<file path="src/hdl/stl_pkg.sv">
// stl_pkg: shared types and codes for the session table with login lockout
// holds the transaction payload structs, request/status codes, register indexes and fsm states
// no dependencies

package stl_pkg;

    localparam int SESSIONS_DEF     = 8;
    localparam int TOKEN_W          = 64;
    localparam int TIME_W           = 32;
    localparam int CFG_INDEX_W      = 2;
    localparam int CFG_DATA_W       = 32;

    // reset values of the configuration registers
    localparam logic [7:0]        LOCK_FAIL_LIMIT_RST = 8'd5;
    localparam logic [TIME_W-1:0] LOCK_SECONDS_RST    = 32'd300;
    localparam logic [TIME_W-1:0] SESSION_SECONDS_RST = 32'd3600;

    typedef enum logic [1:0] {
        ACT_LOGIN  = 2'd0,
        ACT_CHECK  = 2'd1,
        ACT_LOGOUT = 2'd2
    } action_t;

    typedef enum logic [1:0] {
        STS_OK     = 2'd0,
        STS_REJECT = 2'd1,
        STS_LOCKED = 2'd2
    } status_t;

    typedef enum logic [CFG_INDEX_W-1:0] {
        REG_LOCK_FAIL_LIMIT = 2'd0,
        REG_LOCK_SECONDS    = 2'd1,
        REG_SESSION_SECONDS = 2'd2
    } reg_index_t;

    typedef enum logic [2:0] {
        ST_IDLE,
        ST_DECIDE,
        ST_SCAN,
        ST_WRITE,
        ST_FINISH
    } state_t;

    typedef struct packed {
        logic [1:0]         action;
        logic [TIME_W-1:0]  now_seconds;
        logic               password_ok;
        logic               token_ok;
        logic [TOKEN_W-1:0] token_high;
        logic [TOKEN_W-1:0] token_low;
    } stl_in_t;

    typedef struct packed {
        logic [1:0] status;
        logic [2:0] slot;
    } stl_out_t;

    // one table entry as stored in memory: token then expiry
    typedef struct packed {
        logic [TOKEN_W-1:0] token_high;
        logic [TOKEN_W-1:0] token_low;
        logic [TIME_W-1:0]  expiry;
    } stl_entry_t;

endpackage

</file>
<file path="src/hdl/stl_ram.sv">
// stl_ram: generic single write port, single read port memory with registered read data
// no dependencies

module stl_ram #(
    parameter int WIDTH = 8,
    parameter int DEPTH = 8
) (
    input  logic                                    aclk,
    input  logic                                    we,
    input  logic [(DEPTH > 1 ? $clog2(DEPTH) : 1)-1:0] waddr,
    input  logic [WIDTH-1:0]                        wdata,
    input  logic                                    re,
    input  logic [(DEPTH > 1 ? $clog2(DEPTH) : 1)-1:0] raddr,
    output logic [WIDTH-1:0]                        rdata
);

    logic [WIDTH-1:0] mem [DEPTH];
    logic [WIDTH-1:0] rdata_reg;

    always_ff @(posedge aclk) begin
        if (we) begin
            mem[waddr] <= wdata;
        end
        if (re) begin
            rdata_reg <= mem[raddr];
        end
    end

    assign rdata = rdata_reg;

endmodule

</file>
<file path="src/hdl/session_table_with_lockout_core.sv">
// session_table_with_lockout_core: session token table with login lockout, top level
// depends on stl_pkg and stl_ram (token and expiry storage)
//
//  channel | ports                          | direction | payload
//  --------+--------------------------------+-----------+-------------------------
//  request | s_valid s_ready s_data         | in        | stl_pkg::stl_in_t
//  result  | m_valid m_ready m_data         | out       | stl_pkg::stl_out_t
//  config  | cfg_valid cfg_ready cfg_index  | in        | cfg_data (32 bit)
//
// one request at a time: an unlocked login with a good password scans every slot through
// the registered memory read port and then writes the chosen slot, a check/logout with a
// well-formed token stops at the first match, and every other request goes from the decide
// step straight to the finish step.
// the result sits in an output register, so the next request is taken while it waits;
// the finish step stalls only while that register is still full and not being drained.
// reset (aresetn low, synchronous) empties the table through the per-slot used bits
// at once; no clearing pass. config writes are always taken (cfg_ready high).

module session_table_with_lockout_core #(
    parameter int SESSIONS = stl_pkg::SESSIONS_DEF
) (
    input  logic                                  aclk,
    input  logic                                  aresetn,

    input  logic                                  s_valid,
    output logic                                  s_ready,
    input  stl_pkg::stl_in_t                      s_data,

    output logic                                  m_valid,
    input  logic                                  m_ready,
    output stl_pkg::stl_out_t                     m_data,

    input  logic                                  cfg_valid,
    output logic                                  cfg_ready,
    input  logic [stl_pkg::CFG_INDEX_W-1:0]       cfg_index,
    input  logic [stl_pkg::CFG_DATA_W-1:0]        cfg_data
);

    import stl_pkg::*;

    localparam int IW = (SESSIONS > 1) ? $clog2(SESSIONS) : 1;
    localparam int CW = $clog2(SESSIONS + 1);
    localparam int EW = $bits(stl_entry_t);
    localparam logic [IW-1:0] LAST_IDX = IW'(SESSIONS - 1);
    localparam logic [CW-1:0] CNT_END  = CW'(SESSIONS);

    // control state
    state_t              state_reg, state_next;
    logic                m_valid_reg, m_valid_next;
    logic [SESSIONS-1:0] used_reg, used_next;
    logic [7:0]          fail_count_reg, fail_count_next;
    logic [TIME_W-1:0]   locked_until_reg, locked_until_next;
    logic [7:0]          lock_fail_limit_reg;
    logic [TIME_W-1:0]   lock_seconds_reg;
    logic [TIME_W-1:0]   session_seconds_reg;
    logic [CW-1:0]       rd_cnt_reg, rd_cnt_next;
    logic                cmp_vld_reg, cmp_vld_next;

    // payload
    stl_in_t             item_reg;
    stl_out_t            m_data_reg, m_data_next;
    stl_out_t            res_reg, res_next;
    logic                find_mode_reg, find_mode_next;
    logic [IW-1:0]       cmp_idx_reg, cmp_idx_next;
    logic [IW-1:0]       best_idx_reg, best_idx_next;
    logic [TIME_W-1:0]   best_exp_reg, best_exp_next;

    // memory port
    logic                ram_we;
    logic                ram_re;
    stl_entry_t          ram_wdata;
    logic [EW-1:0]       ram_rdata;
    stl_entry_t          rd_entry;
    logic [TIME_W-1:0]   eff_expiry;
    logic                tok_match;
    logic [7:0]          fail_inc;

    stl_ram #(
        .WIDTH (EW),
        .DEPTH (SESSIONS)
    ) u_table (
        .aclk  (aclk),
        .we    (ram_we),
        .waddr (best_idx_reg),
        .wdata (ram_wdata),
        .re    (ram_re),
        .raddr (rd_cnt_reg[IW-1:0]),
        .rdata (ram_rdata)
    );

    assign rd_entry   = stl_entry_t'(ram_rdata);
    // an unused slot counts as expiry zero
    assign eff_expiry = used_reg[cmp_idx_reg] ? rd_entry.expiry : '0;
    assign tok_match  = used_reg[cmp_idx_reg]
                        && (rd_entry.token_high == item_reg.token_high)
                        && (rd_entry.token_low == item_reg.token_low);
    assign fail_inc   = (fail_count_reg == 8'hFF) ? fail_count_reg : fail_count_reg + 8'd1;

    assign ram_wdata.token_high = item_reg.token_high;
    assign ram_wdata.token_low  = item_reg.token_low;
    assign ram_wdata.expiry     = item_reg.now_seconds + session_seconds_reg;

    assign s_ready   = (state_reg == ST_IDLE);
    assign m_valid   = m_valid_reg;
    assign m_data    = m_data_reg;
    assign cfg_ready = 1'b1;

    always_ff @(posedge aclk) begin
        if (!aresetn) begin
            state_reg           <= ST_IDLE;
            m_valid_reg         <= 1'b0;
            used_reg            <= '0;
            fail_count_reg      <= '0;
            locked_until_reg    <= '0;
            lock_fail_limit_reg <= LOCK_FAIL_LIMIT_RST;
            lock_seconds_reg    <= LOCK_SECONDS_RST;
            session_seconds_reg <= SESSION_SECONDS_RST;
            rd_cnt_reg          <= '0;
            cmp_vld_reg         <= 1'b0;
        end else begin
            state_reg        <= state_next;
            m_valid_reg      <= m_valid_next;
            used_reg         <= used_next;
            fail_count_reg   <= fail_count_next;
            locked_until_reg <= locked_until_next;
            rd_cnt_reg       <= rd_cnt_next;
            cmp_vld_reg      <= cmp_vld_next;
            if (cfg_valid) begin
                unique case (cfg_index)
                    REG_LOCK_FAIL_LIMIT: lock_fail_limit_reg <= cfg_data[7:0];
                    REG_LOCK_SECONDS:    lock_seconds_reg    <= cfg_data;
                    REG_SESSION_SECONDS: session_seconds_reg <= cfg_data;
                    default: ;
                endcase
            end
        end
    end

    always_ff @(posedge aclk) begin
        if (s_valid && s_ready) begin
            item_reg <= s_data;
        end
        m_data_reg    <= m_data_next;
        res_reg       <= res_next;
        find_mode_reg <= find_mode_next;
        cmp_idx_reg   <= cmp_idx_next;
        best_idx_reg  <= best_idx_next;
        best_exp_reg  <= best_exp_next;
    end

    always_comb begin
        state_next        = state_reg;
        m_valid_next      = m_valid_reg;
        m_data_next       = m_data_reg;
        res_next          = res_reg;
        used_next         = used_reg;
        fail_count_next   = fail_count_reg;
        locked_until_next = locked_until_reg;
        rd_cnt_next       = rd_cnt_reg;
        find_mode_next    = find_mode_reg;
        best_idx_next     = best_idx_reg;
        best_exp_next     = best_exp_reg;
        ram_we            = 1'b0;
        ram_re            = 1'b0;

        if (m_valid_reg && m_ready) begin
            m_valid_next = 1'b0;
        end

        unique case (state_reg)
            ST_IDLE: begin
                if (s_valid) begin
                    state_next = ST_DECIDE;
                end
            end
            ST_DECIDE: begin
                res_next.status = STS_REJECT;
                res_next.slot   = '0;
                rd_cnt_next     = '0;
                state_next      = ST_FINISH;
                unique case (item_reg.action) inside
                    ACT_LOGIN: begin
                        if (item_reg.now_seconds < locked_until_reg) begin
                            res_next.status = STS_LOCKED;
                        end else if (!item_reg.password_ok) begin
                            fail_count_next = fail_inc;
                            if (fail_inc >= lock_fail_limit_reg) begin
                                locked_until_next = item_reg.now_seconds + lock_seconds_reg;
                            end
                        end else begin
                            find_mode_next = 1'b0;
                            state_next     = ST_SCAN;
                        end
                    end
                    ACT_CHECK, ACT_LOGOUT: begin
                        if (item_reg.token_ok) begin
                            find_mode_next = 1'b1;
                            state_next     = ST_SCAN;
                        end
                    end
                    default: ;
                endcase
            end
            ST_SCAN: begin
                // issue one read per cycle, evaluate the slot read the cycle before
                if (rd_cnt_reg != CNT_END) begin
                    ram_re      = 1'b1;
                    rd_cnt_next = rd_cnt_reg + CW'(1);
                end
                if (cmp_vld_reg) begin
                    if (find_mode_reg) begin
                        if (tok_match) begin
                            state_next = ST_FINISH;
                            if (item_reg.action == ACT_CHECK) begin
                                res_next.status = (item_reg.now_seconds < rd_entry.expiry)
                                                  ? STS_OK : STS_REJECT;
                            end else begin
                                used_next[cmp_idx_reg] = 1'b0;
                                res_next.status        = STS_OK;
                            end
                        end else if (cmp_idx_reg == LAST_IDX) begin
                            state_next = ST_FINISH;
                        end
                    end else begin
                        if (cmp_idx_reg == '0 || eff_expiry < best_exp_reg) begin
                            best_idx_next = cmp_idx_reg;
                            best_exp_next = eff_expiry;
                        end
                        if (cmp_idx_reg == LAST_IDX) begin
                            state_next = ST_WRITE;
                        end
                    end
                end
            end
            ST_WRITE: begin
                ram_we                  = 1'b1;
                used_next[best_idx_reg] = 1'b1;
                fail_count_next         = '0;
                res_next.status         = STS_OK;
                res_next.slot           = 3'(best_idx_reg);
                state_next              = ST_FINISH;
            end
            ST_FINISH: begin
                if (!m_valid_reg || m_ready) begin
                    m_valid_next = 1'b1;
                    m_data_next  = res_reg;
                    state_next   = ST_IDLE;
                end
            end
            default: state_next = ST_IDLE;
        endcase

        cmp_vld_next = ram_re;
        cmp_idx_next = rd_cnt_reg[IW-1:0];
    end

    // one request in flight at a time
    a_single_request: assert property (@(posedge aclk) disable iff (!aresetn)
        (s_valid && s_ready) |=> !s_ready)
        else $error("request accepted while another is in progress");

    // a table write always leaves its slot marked used
    a_write_marks_used: assert property (@(posedge aclk) disable iff (!aresetn)
        ram_we |=> used_reg[$past(best_idx_reg)])
        else $error("written slot not marked used");

    // the lockout time only moves when a login is decided
    a_lock_stable: assert property (@(posedge aclk) disable iff (!aresetn)
        (state_reg != ST_DECIDE) |=> $stable(locked_until_reg))
        else $error("lockout time changed outside login decision");

    // a result is only loaded from the finish step
    a_result_source: assert property (@(posedge aclk) disable iff (!aresetn)
        $rose(m_valid) |-> $past(state_reg) == ST_FINISH)
        else $error("result raised outside finish step");

endmodule

</file>
<file path="config.mk">
export PLATFORM = sky130hd
export DESIGN_NAME = session_table_with_lockout_core
export DESIGN_NICKNAME = d
export VERILOG_FILES = /design/src/hdl/stl_pkg.sv /design/src/hdl/stl_ram.sv /design/src/hdl/session_table_with_lockout_core.sv
export SDC_FILE = /design/constraint.sdc
export NUM_CORES = 2
export LEC_CHECK = 0
export BUFFER_PORTS_ARGS = -buffer_cell sky130_fd_sc_hd__buf_2
export CAP_MARGIN = 15
export CORE_MARGIN = 1
export CORE_UTILIZATION = 50
export DETAILED_ROUTE_END_ITERATION = 6
export GPL_TIMING_DRIVEN = 0
export PLACE_DENSITY = 0.66
export SETUP_SLACK_MARGIN = 0.15
export SLEW_MARGIN = 40
export SYNTH_ARGS = -nofsm -noshare
export SYNTH_HDL_FRONTEND = slang
export SYNTH_SLANG_ARGS = --single-unit
</file>
<file path="constraint.sdc">
create_clock -name aclk -period 18.9 [get_ports aclk]
set_clock_uncertainty 0.15 [all_clocks]
set_input_delay 3.78 -clock aclk [delete_from_list [all_inputs] [get_ports aclk]]
set_output_delay 3.78 -clock aclk [all_outputs]
set_load 0.005 [all_outputs]
</file>
# Word-level counts from Yosys, hierarchy flattened

Memory sizes are Yosys's and may differ from the RTL's. A register that Yosys moved wholly into a read port is not among the register bits.
Index checks and enable logic that the tools add are counted.

Memories kept: 1
Bits in latches: 0
Flip-flop bits (word level): 342
Bits in writable memories: 1280
Bits in read-only memories: 0

Equal/unequal tests: 28
Divide/modulo/power cells: 0
Bitwise gates (word level): 6
Multipliers: 0
Shifts and indexed selects: 0
Reduce and logical (&&, ||, !) cells: 31
$add $sub $neg: 4
Magnitude comparators: 8
Multiplexer cells: 52

Memory list:

| memory      | words | width | read ports | clocked after Yosys merged registers in | wr ports | RTL line      | RTL |
|---|---|---|---|---|---|---|---|
| u_table.mem | 8     | 160   | 1          | 1                                       | 1        | stl_ram.sv:17 | `logic [WIDTH-1:0] mem [DEPTH];` |

Operators with widths:

| kind                                               | count |
|---|---|
| equality test 64 bit                               | 2 |
| < comparator 32 bit                                | 3 |
| adder 32 bit                                       | 2 |
| two-way mux 8 bit                                  | 8 |
| two-way mux 32 bit                                 | 1 |
| case mux 8 bit (2 select lines)                    | 2 |
| two-way mux 3 bit                                  | 10 |
| != test 2 bit, second input constant               | 13 |
| AND reduction 5 bit                                | 4 |
| two-way mux 1 bit                                  | 16 |
| case mux 3 bit (5 select lines)                    | 1 |
| case mux 3 bit (2 select lines)                    | 2 |
| AND reduction 4 bit                                | 3 |
| two-way mux 2 bit                                  | 5 |
| AND reduction 2 bit                                | 5 |
| adder 8 x 1 -> 8 bit, second input constant        | 1 |
| bitwise AND 8 bit                                  | 1 |
| equality test 8 bit, second input constant         | 1 |
| >= comparator 8 bit                                | 1 |
| < comparator 3 x 4 -> 1 bit, second input constant | 2 |
| NOT 8 bit                                          | 1 |
| bitwise OR 8 bit                                   | 1 |
| case mux 4 bit (2 select lines)                    | 1 |
| nonzero test 2 bit                                 | 4 |
| other kinds (22)                                   | 39 |

# Logic depth before layout (Yosys ltp)

Depth after elaboration: 11
Mapped depth: 16
Mapped depth without buffers: 15

# Cells and area by module

A second synthesis with hierarchy kept.

Cells, all modules: 4055
Area, all modules: 73539.3 µm²

By module, submodules not included:

| module                          | cells an instance | area an instance (µm²) | times used | seq. area each (µm²) |
|---|---|---|---|---|
| stl_ram                         | 2023              | 53929.2                | 1          | 43241.5 |
| session_table_with_lockout_core | 2032              | 19610.1                | 1          | 8948.6 |

# Worst setup path before layout

OpenSTA, ideal clock, no wires.

Path type: reg2reg
Start: register state_reg[0]
End: register used_reg[0]
Data required time: 18.629 ns
Arrival time: 17.102 ns
Setup time: 0.121 ns
Cell stages (with the launch flop): 8
Buffers on the path: 1
Path slack: 1.527 ns
Cell sequence: dfxtp_1 > clkbuf_1 > nand2b_1 > inv_1 > nand2_1 > nor4_1 > o21ai_0 > a21oi_1

Longest elaborated chain between the ends: 3

Ends and longest elaborated chain:

| what                                                                 | RTL line                               | RTL |
|---|---|---|
| from (decl)                                                          | session_table_with_lockout_core.sv:48  | `state_t state_reg, state_next;` |
| from (signal assigned)                                               | session_table_with_lockout_core.sv:121 | `state_reg <= state_next;` |
| equality test 3 x 2 -> 1 bit                                         | session_table_with_lockout_core.sv:170 | `unique case (state_reg)` |
| != test 2 bit (no source line) or nonzero test 2 bit (tied branches) | -                                      |  |
| AND reduction 5 bit (no source line)                                 | -                                      |  |
| to (signal assigned)                                                 | session_table_with_lockout_core.sv:123 | `used_reg <= used_next;` |
| to (decl)                                                            | session_table_with_lockout_core.sv:50  | `logic [SESSIONS-1:0] used_reg, used_next;` |

Several ways; a longest one is shown, not always the timed one.
A chain may end at the register's enable or synchronous reset.

# Worst setup path after layout

Start: register state_reg[1]
End: output s_ready

Longest elaborated chain between the ends: 1

Ends and longest elaborated chain:

| what              | RTL line                               | RTL |
|---|---|---|
| logical NOT 3 bit | session_table_with_lockout_core.sv:103 | `assign s_ready = (state_reg == ST_IDLE);` |
| to (decl)         | session_table_with_lockout_core.sv:26  | `output logic s_ready,` |

Every way passes these cells.

==> run_results.csv <==
group,metric,value,unit
logic_synthesis,avgSynthCellArea,16.9,µm²
final_layout,nets,5245,
sta,slew_violations,0,
floorplan,core,142000,µm²
clock_tree,cts_max_path_buffers,3,
grt,grt_use_total,24.7,%
clock_tree,ctsHtreeMaxLevel,4,
critical_path,r2r-end,"best_exp_reg[24]$_DFFE_PP_",
final_layout,area_growth,16.9,%
floorplan,io_pins,211,
power,switching_share,27.0,%
clock_tree,hold_buffers,0,
clock_tree,clock_latency,0.80,ns
power,fin_total_pwr,10.3,mW
place,place_congestion,0.902,
final_layout,stdcell_count,6915,
critical_path,regToRegSetupSlack,13.25,ns
hold_path,hold_end,"cmp_idx_reg[2]$_DFF_P_",
critical_path,cp.required,14.97,ns
logic_synthesis,ys_async_sr_fraction,0,%
status,failed_checks,"DRC",
power,power.switching,2.78,mW
power,p_per_area,123,nW/µm²
route,first_pass_iters,7,
clock_tree,cts.clk_slew.worst_paths,0.06,ns
grt,grt_pass1_vias,40300,
logic_synthesis,synth.distinct_cells,76,
critical_path,crit_fanout,10,
power,p_comb_share,15.1,%
sta,worst_pin_slew,0.920,ns
route,wirelength,177000,µm
sta,rsz0062_at_grt,"false",
power,intPower,7.53,mW
place,placedInstanceArea,77400,µm²
final_layout,stdcell_area,83500,µm²
sta,finalSetupTns,0,ns
critical_path,startpoint_type,"flop",
clock_tree,cts_resized,0,
critical_path,critical-path-max-stage-delay,0.49,ns
logic_synthesis,ys_warn_count,0,
sta,setup_viol,0,
floorplan,chipWidth,380,µm
critical_path,worstRegToRegCells,18,
grt,grt_antenna_before_repair,8,
power,vdd_drop_max,0.103,mV
logic_synthesis,synthFlopType,"edfxtp_1",
critical_path,end_kind,"output pin",
sta,hold_viol,0,
hold_path,hp-start,"rd_cnt_reg[2]$_SDFFE_PN0P_",
grt,grt_max_degree,35,
clock_tree,post-cts-setup-buffers,0,
critical_path,r2r_start,"cmp_idx_reg[0]$_DFF_P_",
logic_synthesis,synth_seq_cells,1782,
place,port_buffers,209,
final_layout,ff_latch_area,52200,µm²
final_layout,drive_gt1_share,22.5,%
final_layout,largest_reg_flops,1280,
power,power_frac_clock,35.1,%
hold_path,hold_path.class,"flop to flop",
critical_path,crit_top_cell,"clkbuf_1",
critical_path,crit_type,"flop to output pin",
route,viasPerCell,5.75,
critical_path,worst_path_max_delay_cell,"nor3_1",
critical_path,arrival,2.32,ns
logic_synthesis,syn_inst,4231,
logic_synthesis,synth_edf_count,1650,
sta,timing.final.crit_period,6.25,ns
hold_path,holdPathStages,0,
sta,slew_headroom,38.7,%
logic_synthesis,synth_area,71400,µm²
route,drt_iter0_drc,3925,
final_layout,fillCellCount,10600,
final_layout,final_core_util,59.0,%
place,placed_cells,6579,
sta,min_period_over_period,33.1,%
floorplan,dieHeight,380,µm
floorplan,initial_core_util,50.5,%
logic_synthesis,synth_nets,4605,
flow_run,maxCapViolCount,0,
floorplan,fp.dieArea,144000,µm²
sta,fmax,160,MHz
power,seqPwrFrac,49.8,%
power,p_leak,29.1,nW
final_layout,multiInputGateArea,18100,µm²
grt,grt_overflow,0,
floorplan,fp-row-count,138,
route,drc,3,
place,post-dp-hpwl,125000,µm
clock_tree,cts_tree,"built",
grt,grt_pass1_wl,262000,µm
critical_path,crit_chain,"clkbuf_1 -> clkbuf_1 -> nor3_1 -> buf_2",
route,ant_nets,0,
clock_tree,cts.sinks,1782,
route,num_vias,39700,
route,wire_per_inst,25.6,µm
logic_synthesis,synth-seq-area-share,73.1,%
status,status,"finished with violations",
clock_tree,clockRootBuffer,"clkbuf_16",
clock_tree,cts-buffers-inserted,180,
worst max-delay path, delay by kind of cell, from the launching register on:
kind / cells / cell delay (ns)
AND/OR/NAND/NOR: 1 / 0.49
buffers and inverters: 3 / 0.73
flip-flops: 1 / 0.30
stage by stage:
stage	setup WS [ns]	hold WS [ns]
global route	12.58	0.219
detailed placement	12.66	0.203
global placement	-15.76	0.195
finish	12.65	0.209
floorplan	1.53	0.179
CTS	12.69	0.210
power by group through the flow:
| stage | Sequential, mW | Combinational [mW] | Clock (mW) |
|---|---|---|---|
| CTS | 5.13 | 1.58 | 3.67 |
| detailed placement | 5.21 | 1.56 | 0 |
| global placement | 5.36 | 1.45 | 0 |
| global route | 5.16 | 1.68 | 3.82 |
| finish | 5.13 | 1.56 | 3.62 |
| floorplan | 5.14 | 0.968 | 0 |
cells in the mapped netlist (all sizes together), types with 6 or more instances:
master,n,area (µm²)
o22ai,15,93.8
a21oi,170,855
dfxtp,132,2640
nand2b,23,144
nor4,27,169
clkbuf,99,372
a211oi,20,163
xor2,73,639
a21o,48,360
a31oi,10,62.6
ha,169,2110
and2,37,231
o21a,9,67.6
a2111oi,9,80.1
nor3,21,105
mux2i,8,80.1
a22oi,6,45.0
o21ai,87,435
mux4,321,7230
a221oi,12,105
nor2b,23,144
nand2,689,2590
edfxtp,1650,49500
and3,11,68.8
o2111ai,12,124
nor2,88,330
buf,59,231
nand3,35,175
inv,178,668
nand4,35,219
o211ai,15,113
xnor2,68,596
final cells by class:
class | instances | share of cell area [%]
diodes | 2 | 0.00599
plain buffers | 158 | 0.792
clock buffers | 216 | 5.63
clock inverters | 118 | 1.62
inverters | 178 | 0.800
multi-input cells | 2113 | 21.7
flip-flops and latches | 1782 | 62.5
well taps | 1890 | 2.83
repair buffers | 458 | 4.11
cell usage in the layout, fill, tap and decap left out, types with 20 or more instances in the layout:
cell,n
buf_4,96
and2_1,36
a21oi_1,168
nand2_1,689
ha_1,169
nand2b_1,23
a21o_1,48
nor4_1,23
buf_8,36
dfxtp_1,132
buf_2,337
bufinv_16,21
inv_1,177
nor2_1,85
clkbuf_1,116
clkinv_2,34
o21ai_0,85
nand4_1,35
edfxtp_1,1650
buf_16,20
nor2b_1,23
nand3_1,35
xor2_1,70
clkinv_1,44
clkbuf_16,181
mux4_2,321
xnor2_1,64
how the worst max path moves through the flow:
| stage | start | end | slack (ns) |
|---|---|---|---|
| after global routing | state_reg[1]$_SDFFE_PN0P_ | s_ready | 12.58 |
| after detailed placement | aresetn | m_valid$_SDFF_PN0_ | 12.66 |
| after CTS | state_reg[1]$_SDFFE_PN0P_ | s_ready | 12.69 |
| after global placement | state_reg[0]$_SDFFE_PN0P_ | used_reg[0]$_SDFFE_PN0P_ | -15.76 |
| final | state_reg[1]$_SDFFE_PN0P_ | s_ready | 12.65 |
| after floorplan | state_reg[0]$_SDFFE_PN0P_ | used_reg[0]$_SDFFE_PN0P_ | 1.53 |
layer usage:
layer | global-route usage (%) | up-vias | routed length (µm)
li1 | - | 17600 | -
met1 | 33.9 | 20300 | 73400
met2 | 40.3 | 1518 | 85900
met3 | 4.07 | 285 | 12100
met4 | 8.30 | 8 | 5840
met5 | 0 | - | 63
cell families after synthesis:
family	share of synthesized area [%]
and+or+nand+nor	6.09
other	0.00525
DFF	73.1
adders and majority gates	3.02
buffers and inverters	1.78
xor gates and xnor gates	1.73
AOI/OAI and AO/OA	4.08
muxes	10.2
(Power assumes the default switching activity.)
